### config.mk
export PLATFORM = sky130hd
export DESIGN_NAME = run_length_encoder_escape_core
export DESIGN_NICKNAME = d
export VERILOG_FILES = /design/src/rtl/core/rle_esc_pkg.sv /design/src/rtl/core/run_length_encoder_escape_core.sv /design/src/rtl/core/rle_esc_enc.sv /design/src/rtl/core/rle_esc_ser.sv
export VERILOG_INCLUDE_DIRS = /design/src /design/src/rtl/core
export SDC_FILE = /design/constraint.sdc
export NUM_CORES = 1
export LEC_CHECK = 0
export BUFFER_PORTS_ARGS = -buffer_cell sky130_fd_sc_hd__buf_2
export CORE_ASPECT_RATIO = 1.1
export CORE_MARGIN = 2
export CORE_UTILIZATION = 45
export CTS_CLUSTER_SIZE = 8
export DETAILED_ROUTE_END_ITERATION = 8
export GPL_TIMING_DRIVEN = 0
export PLACE_DENSITY = 0.65
export SYNTH_ARGS = -nofsm -noshare
export SYNTH_HDL_FRONTEND = slang
export SYNTH_HIERARCHICAL = 1
export SYNTH_SLANG_ARGS = --single-unit
### constraint.sdc
create_clock -name clk -period 9.7 [get_ports clk]
set_input_delay 1.94 -clock clk [delete_from_list [all_inputs] [get_ports clk]]
set_output_delay 1.94 -clock clk [all_outputs]
set_load 0.005 [all_outputs]
### src/rtl/core/run_length_encoder_escape_core_defines.svh
// ----------------------------------------------------------------------------
// run length encoder assertion macros
// shared concurrent check forms, clocked on clk and held off during reset
// ----------------------------------------------------------------------------
`ifndef RUN_LENGTH_ENCODER_ESCAPE_CORE_DEFINES_SVH
`define RUN_LENGTH_ENCODER_ESCAPE_CORE_DEFINES_SVH

// same-cycle implication
`define RLE_ASSERT_IMPL(label, ante, cons) \
  label: assert property (@(posedge clk) disable iff (!rst_n) (ante) |-> (cons)) \
    else $error("rle check failed");

// next-cycle implication
`define RLE_ASSERT_NEXT(label, ante, cons) \
  label: assert property (@(posedge clk) disable iff (!rst_n) (ante) |=> (cons)) \
    else $error("rle check failed");

`endif

### src/rtl/core/rle_esc_pkg.sv
// ----------------------------------------------------------------------------
// rle_esc_pkg
// types, constants and the run flush function of the run length encoder
// ----------------------------------------------------------------------------
package rle_esc_pkg;

  // configuration register indexes
  localparam logic [1:0] CFG_ESCAPE_CHAR = 2'd0;
  localparam logic [1:0] CFG_MIN_RUN     = 2'd1;
  localparam logic [1:0] CFG_MAX_RUN     = 2'd2;

  localparam logic [7:0] LETTER_A      = 8'd65;
  localparam logic [4:0] LETTER_SPAN   = 5'd26;
  localparam logic [2:0] LITERAL_CAP   = 3'd4;
  localparam logic [7:0] ESCAPE_RESET  = 8'd126;
  localparam logic [4:0] MIN_RUN_RESET = 5'd4;
  localparam logic [4:0] MAX_RUN_RESET = 5'd26;
  localparam int         BURST_MAX     = 6;

  // bytes of one flushed run, unused slots zero
  typedef struct packed {
    logic [1:0]      n;
    logic [2:0][7:0] b;
  } flush_t;

  // result bytes of one input word, byte 0 goes out first
  typedef struct packed {
    logic [BURST_MAX-1:0][7:0] bytes;
    logic [2:0]                cnt;
  } burst_t;

  // send a run as an escape triple or as literal bytes
  function automatic flush_t rle_flush(input logic [4:0] cnt, input logic [7:0] rb,
                                       input logic [7:0] esc, input logic [2:0] thr);
    flush_t f;
    f = '0;
    if (cnt != 5'd0) begin
      if (cnt >= {2'b00, thr} || rb == esc) begin
        f.n    = 2'd3;
        f.b[0] = esc;
        f.b[1] = LETTER_A - 8'd1 + {3'b000, cnt};
        f.b[2] = rb;
      end else begin
        // a literal run holds at most three bytes here
        f.n = cnt[1:0];
        for (int i = 0; i < 3; i++) begin
          if (i < int'(cnt)) begin
            f.b[i] = rb;
          end
        end
      end
    end
    return f;
  endfunction

endpackage

### src/rtl/core/run_length_encoder_escape_core.sv
// ----------------------------------------------------------------------------
// run_length_encoder_escape_core
// streaming run length encoder with an escape byte
// ----------------------------------------------------------------------------
// Usage:
//   in_valid/in_stall carry one uncompressed byte and its final flag a word.
//   out_valid/out_stall carry compressed bytes; out_last marks the last byte
//   caused by one input word. cfg_valid/cfg_ready write escape_char (0),
//   min_run (1) and max_run (2); cfg_ready is always high, write only idle.
// Path: an input word is held in the input register, encoded into a burst
//   of zero to six bytes and loaded into the result register, from which
//   its first byte goes out.
// Throughput: one input word a cycle while each word yields at most one
//   byte and the output does not stall; a word that yields more bytes stalls
//   the next word until its last byte leaves the single result register.
// Reset: clears the pending run, both registers and restores the default
//   configuration (escape 126, min_run 4, max_run 26).
// Stall: a stalled output byte holds; once the burst register is busy the
//   input register fills and in_stall rises until the last byte leaves.
// ----------------------------------------------------------------------------
module run_length_encoder_escape_core (
  input  logic       clk,
  input  logic       rst_n,
  input  logic       in_valid,
  output logic       in_stall,
  input  logic [7:0] in_byte,
  input  logic       in_final,
  output logic       out_valid,
  input  logic       out_stall,
  output logic [7:0] out_byte,
  output logic       out_last,
  input  logic       cfg_valid,
  output logic       cfg_ready,
  input  logic [1:0] cfg_index,
  input  logic [7:0] cfg_data
);
  import rle_esc_pkg::*;

  logic [7:0] escape_char_r;
  logic [4:0] min_run_r;
  logic [4:0] max_run_r;
  logic       in_vld_r;
  logic [7:0] in_byte_r;
  logic       in_final_r;
  logic       ser_ready;
  logic       adv;
  logic       load;
  logic       in_take;
  burst_t     burst;
  logic [4:0] run_count;
  logic [2:0] remain;

  assign cfg_ready = 1'b1;

  // configuration registers
  always_ff @(posedge clk) begin
    if (!rst_n) begin
      escape_char_r <= ESCAPE_RESET;
      min_run_r     <= MIN_RUN_RESET;
      max_run_r     <= MAX_RUN_RESET;
    end else if (cfg_valid && cfg_ready) begin
      case (cfg_index)
        CFG_ESCAPE_CHAR: escape_char_r <= cfg_data;
        CFG_MIN_RUN:     min_run_r     <= cfg_data[4:0];
        CFG_MAX_RUN:     max_run_r     <= cfg_data[4:0];
        default: ;
      endcase
    end
  end

  // input register handshake
  assign adv      = in_vld_r && ser_ready;
  assign in_stall = in_vld_r && !ser_ready;
  assign in_take  = in_valid && !in_stall;
  assign load     = adv && (burst.cnt != 3'd0);

  always_ff @(posedge clk) begin
    if (!rst_n) begin
      in_vld_r <= 1'b0;
    end else if (in_take) begin
      in_vld_r <= 1'b1;
    end else if (adv) begin
      in_vld_r <= 1'b0;
    end
  end

  always_ff @(posedge clk) begin
    if (in_take) begin
      in_byte_r  <= in_byte;
      in_final_r <= in_final;
    end
  end

  // encoder and run state
  rle_esc_enc u_enc (
    .clk         (clk),
    .rst_n       (rst_n),
    .adv         (adv),
    .in_byte     (in_byte_r),
    .in_final    (in_final_r),
    .escape_char (escape_char_r),
    .min_run     (min_run_r),
    .max_run     (max_run_r),
    .burst       (burst),
    .run_count   (run_count)
  );

  // result serializer
  rle_esc_ser u_ser (
    .clk       (clk),
    .rst_n     (rst_n),
    .load      (load),
    .burst     (burst),
    .ready     (ser_ready),
    .out_valid (out_valid),
    .out_stall (out_stall),
    .out_byte  (out_byte),
    .out_last  (out_last),
    .remain    (remain)
  );

`include "run_length_encoder_escape_core_defines.svh"

  // a burst never holds more than six bytes
  `RLE_ASSERT_IMPL(a_burst_len, out_valid, remain <= 3'd6)
  // the pending run never passes the last count letter
  `RLE_ASSERT_IMPL(a_run_bound, 1'b1, run_count <= LETTER_SPAN)
  // a loaded burst shows in full on the next cycle
  `RLE_ASSERT_NEXT(a_load_len, load, out_valid && remain == $past(burst.cnt))
  // output drains when the last byte leaves and nothing is loaded
  `RLE_ASSERT_NEXT(a_drain, out_valid && out_last && !out_stall && !load, !out_valid)

endmodule

### src/rtl/core/rle_esc_enc.sv
// ----------------------------------------------------------------------------
// rle_esc_enc
// run state and the encoding of one input word into a result burst
// ----------------------------------------------------------------------------
module rle_esc_enc (
  input  logic                clk,
  input  logic                rst_n,
  input  logic                adv,
  input  logic [7:0]          in_byte,
  input  logic                in_final,
  input  logic [7:0]          escape_char,
  input  logic [4:0]          min_run,
  input  logic [4:0]          max_run,
  output rle_esc_pkg::burst_t burst,
  output logic [4:0]          run_count
);
  import rle_esc_pkg::*;

  logic [7:0] run_byte_r, run_byte_nxt;
  logic [4:0] run_count_r, run_count_nxt;
  logic [2:0] thr;
  logic [4:0] lim;
  logic       brk;
  logic [4:0] cnt2;
  logic       flush2;
  flush_t     fa, fb;

  // effective thresholds
  always_comb begin
    thr = (min_run > {2'b00, LITERAL_CAP}) ? LITERAL_CAP : min_run[2:0];
    if (max_run == 5'd0) begin
      lim = 5'd1;
    end else if (max_run > LETTER_SPAN) begin
      lim = LETTER_SPAN;
    end else begin
      lim = max_run;
    end
  end

  // old run on a byte change, then the new run when full or final
  always_comb begin
    brk    = (run_count_r != 5'd0) && (in_byte != run_byte_r);
    cnt2   = brk ? 5'd1 : run_count_r + 5'd1;
    flush2 = (cnt2 >= lim) || in_final;
    fa     = rle_flush(brk ? run_count_r : 5'd0, run_byte_r, escape_char, thr);
    fb     = rle_flush(flush2 ? cnt2 : 5'd0, in_byte, escape_char, thr);
    burst.bytes = (48'(fb.b) << {fa.n, 3'b000}) | 48'(fa.b);
    burst.cnt   = {1'b0, fa.n} + {1'b0, fb.n};
    run_byte_nxt  = in_byte;
    run_count_nxt = flush2 ? 5'd0 : cnt2;
  end

  // run state
  always_ff @(posedge clk) begin
    if (!rst_n) begin
      run_byte_r  <= '0;
      run_count_r <= '0;
    end else if (adv) begin
      run_byte_r  <= run_byte_nxt;
      run_count_r <= run_count_nxt;
    end
  end

  assign run_count = run_count_r;

endmodule

### src/rtl/core/rle_esc_ser.sv
// ----------------------------------------------------------------------------
// rle_esc_ser
// result register that sends a burst one byte at a time
// ----------------------------------------------------------------------------
module rle_esc_ser (
  input  logic                clk,
  input  logic                rst_n,
  input  logic                load,
  input  rle_esc_pkg::burst_t burst,
  output logic                ready,
  output logic                out_valid,
  input  logic                out_stall,
  output logic [7:0]          out_byte,
  output logic                out_last,
  output logic [2:0]          remain
);
  import rle_esc_pkg::*;

  logic [BURST_MAX-1:0][7:0] bytes_r;
  logic [2:0]                rem_r;
  logic                      take;

  assign out_valid = (rem_r != 3'd0);
  assign out_byte  = bytes_r[0];
  assign out_last  = (rem_r == 3'd1);
  assign take      = out_valid && !out_stall;
  // free now, or freed by the last byte leaving this cycle
  assign ready     = !out_valid || (out_last && !out_stall);
  assign remain    = rem_r;

  // burst load and shift
  always_ff @(posedge clk) begin
    if (!rst_n) begin
      rem_r <= '0;
    end else if (load) begin
      rem_r <= burst.cnt;
    end else if (take) begin
      rem_r <= rem_r - 3'd1;
    end
  end

  always_ff @(posedge clk) begin
    if (load) begin
      bytes_r <= burst.bytes;
    end else if (take) begin
      bytes_r <= {8'h00, bytes_r[BURST_MAX-1:1]};
    end
  end

endmodule
==> results.json <==
{
  "outcome": "completed",
  "boundaryPins": 36,
  "grt_antenna_before_repair": 0,
  "fmax_mhz": 128,
  "drt_pass1_iterations": 5,
  "synth-seq-cells": 92,
  "rows": 44,
  "synth_edf_count": 57,
  "clk_pin_slew_worst_paths_ns": 0.06,
  "place_inst": 768,
  "core-area_um2": 13100,
  "post_synth.cell_area_avg_um2": 10.4,
  "cts_setup_buffers": 0,
  "drtIter0Drc": 404,
  "finalCritPeriodShare_pct": 80.3,
  "setup-tns-final_ns": 0,
  "viasPerCell": 5.82,
  "cts_buffers": 9,
  "yosys.area.top_type": "edfxtp_1",
  "root_buffer": "clkbuf_16",
  "wire_per_inst_um": 19.6,
  "clock_latency_ns": 0.35,
  "yosysTopAreaCellShare_pct": 28.6,
  "hold_depth": 2,
  "criticalPathCategory": "flop to flop",
  "die_y_um": 125,
  "rsz0062_at_grt": "no",
  "die_w_um": 114,
  "cts.sinks": 92,
  "path_max_fanout": 32,
  "num_antenna_cells": 0,
  "worst_slew_pin_slew_ns": 0.818,
  "min_from": "min_run_r[0]",
  "synthDistinctLibCells": 77,
  "synth.net_count": 613,
  "worstReg2RegStart": "u_enc/run_count[0]",
  "ir_drop_mv": 0.166,
  "end_kind": "flop",
  "die_area_um2": 14200,
  "yosys.cell_count.top_type": "edfxtp_1",
  "cts_hold_buffers": 0,
  "start_util_pct": 45.6,
  "place_ws_ns": 2.06,
  "synthTopCellsByCount": "57 x edfxtp_1, 41 x mux2i_1, 40 x mux2_2",
  "cap_violations": 0,
  "clk_path_buf_depth": 2,
  "hpwlAfterDp_um": 11400,
  "worstRegToRegCells": 27,
  "port_buffers": 34,
  "setup_viol": 0,
  "hold_slack_ns": 0.461,
  "maxSlewViolCount": 0,
  "worst_clock_skew_ns": 0.00597,
  "r2r_end": "u_ser/out_byte[2]",
  "synth_cells": 572,
  "final_hold_viol_count": 0,
  "overflow": 0,
  "synthArstFlopShare_pct": 0,
  "first_global_vias": 4472,
  "htree_levels": 3,
  "fin_nets": 659,
  "post_cts_resized": 0,
  "ys.flop_type": "edfxtp_1",
  "r2r_slack_ns": 1.91,
  "p_leak_nw": 2.68,
  "min_period_ns": 7.79,
  "area_growth_pct": 12.6,
  "min_to": "min_run_r[0]",
  "vias": 4559,
  "critPathArrivalTime_ns": 7.83,
  "route.detailed.drc": 0,
  "yosys_warnings": 6,
  "min_path_type": "flop to flop",
  "tritoncts": "done",
  "fin_cells": 784,
  "cp.required_ns": 9.74,
  "grt_pass1_wl_um": 24400,
  "grt_start_max_net_pins": 33,
  "wirelength_um": 15400,
  "synthTopCellsByArea": "edfxtp_1 29%, dfxtp_1 12%, mux2_2 7.5%",
  "grtUsageTotal_pct": 22.5,
  "gp_congestion": 0.959,
  "ant_nets": 0,
  "critPathLaunchType": "flop",
  "powerDensity_nw_per_um2": 228,
  "syn_area_um2": 5980,
  "fin_ws_ns": 1.91,
  "slew_headroom_pct": 45.2,
  "utilization_pct": 51.4,
  "ys_seq_area_share_pct": 40.4,
  "drive_gt1_share_pct": 24.4
}
-- final cells by class --
cell class / instances / area [µm²]
sequential: 92 / 2410
clock buffer: 12 / 300
tap: 161 / 201
clock inverter: 4 / 48.8
fill: 1211 / 6370
inverter: 22 / 82.6
buffer: 45 / 272
timing repair buffer: 35 / 190
multi-input combinational: 413 / 3220
-- flip-flops by register name, summed over array words and instances (netlist names) --
signal and flops:
u_ser/remain 3, escape_char_r 8, u_enc/run_count 5, max_run_r 5
u_ser/out_byte 8, u_ser/bytes_r 40, u_enc/run_byte_r 8, min_run_r 5
in_vld_r 1, in_byte_r 8, in_final_r 1
-- cell usage in the layout, fill, tap and decap left out, types with 6 or more instances in the layout --
master     instances
a21o_1             7
a21oi_1           11
a221o_1            7
a22o_1             6
a31oi_1            7
and2_1            30
buf_2             51
buf_4             13
clkbuf_1           8
clkbuf_16         12
dfxtp_1           35
edfxtp_1          57
ha_1              16
inv_1             20
mux2_2            40
mux2i_1           41
nand2_1           37
nand3_1            7
nor2_1            20
nor2b_1           26
nor3_1             8
o211ai_1           7
o21a_1             7
o21ai_0           14
o22ai_1            8
xnor2_1           10
xor2_1            19
-- cells by family after synthesis --
kind of cell    share of synthesized area (%)
mux                                      14.4
simple gates                             16.3
compound gates                           14.9
xor+xnor                                 4.25
other cells                            0.0627
flops                                    40.4
fa+ha+maj                                3.85
buf+inv                                  5.92
-- worst max-delay path, cell delays in order, from the launching register on --
cell      delay, ns
dfxtp_1        0.35
clkbuf_1       0.42
inv_1          0.12
ha_1           0.24
nand2_1        0.11
o21a_1         0.30
clkbuf_1       0.45
nor2_1         0.20
ha_1           0.25
a211oi_1       0.58
o31a_2         0.34
a32oi_1        0.14
nand2_1        0.27
ha_1           0.26
nand2b_1       0.15
a21o_1         0.17
a221o_1        0.41
or2_2          0.33
buf_2          0.17
buf_2          0.23
o21ai_0        0.39
fa_1           0.49
inv_1          0.09
o31a_1         0.13
buf_2          0.19
inv_1          0.13
o21ai_4        0.25
buf_12         0.28
-- where the power goes --
group | switching (mW) | internal (mW) | total (mW)
combinational | 0.274 | 0.229 | 0.503
clock | 0.146 | 0.246 | 0.392
sequential | 0.0466 | 0.591 | 0.638
-- how the worst max path moves through the flow --
| stage | startpoint | to | slack (ns) | depth (start not counted) |
|---|---|---|---|---|
| 2_1_floorplan | u_enc/run_count[0] | u_ser/bytes_r[10] | 1.94 | 29 |
| 3_3_place_gp | u_enc/run_count[0] | u_ser/out_byte[6] | -0.04 | 26 |
| 3_5_place_dp | u_enc/run_count[0] | u_ser/out_byte[6] | 2.06 | 27 |
| 4_1_cts | u_enc/run_count[0] | u_ser/out_byte[1] | 2.01 | 27 |
| 5_1_grt | u_enc/run_count[0] | u_ser/bytes_r[10] | 1.48 | 27 |
| 6_report | u_enc/run_count[0] | u_ser/out_byte[2] | 1.91 | 27 |
-- metal layers --
metal | global-route usage (%) | vias up | wire length (µm)
met5 | 0 | - | 0
met4 | 9.47 | 0 | 509
met3 | 5.40 | 33 | 744
met2 | 34.4 | 152 | 7170
met1 | 30.3 | 2196 | 6930
li1 | - | 2178 | -
-- through the flow --
stage	total power, mW	cell area (µm²)
floorplan	1.00	5980
finish	1.53	6730
global placement	1.14	6350
CTS	1.55	6730
detailed placement	1.15	6380
global route	1.61	6730
Power figures use the tool's default switching activity.
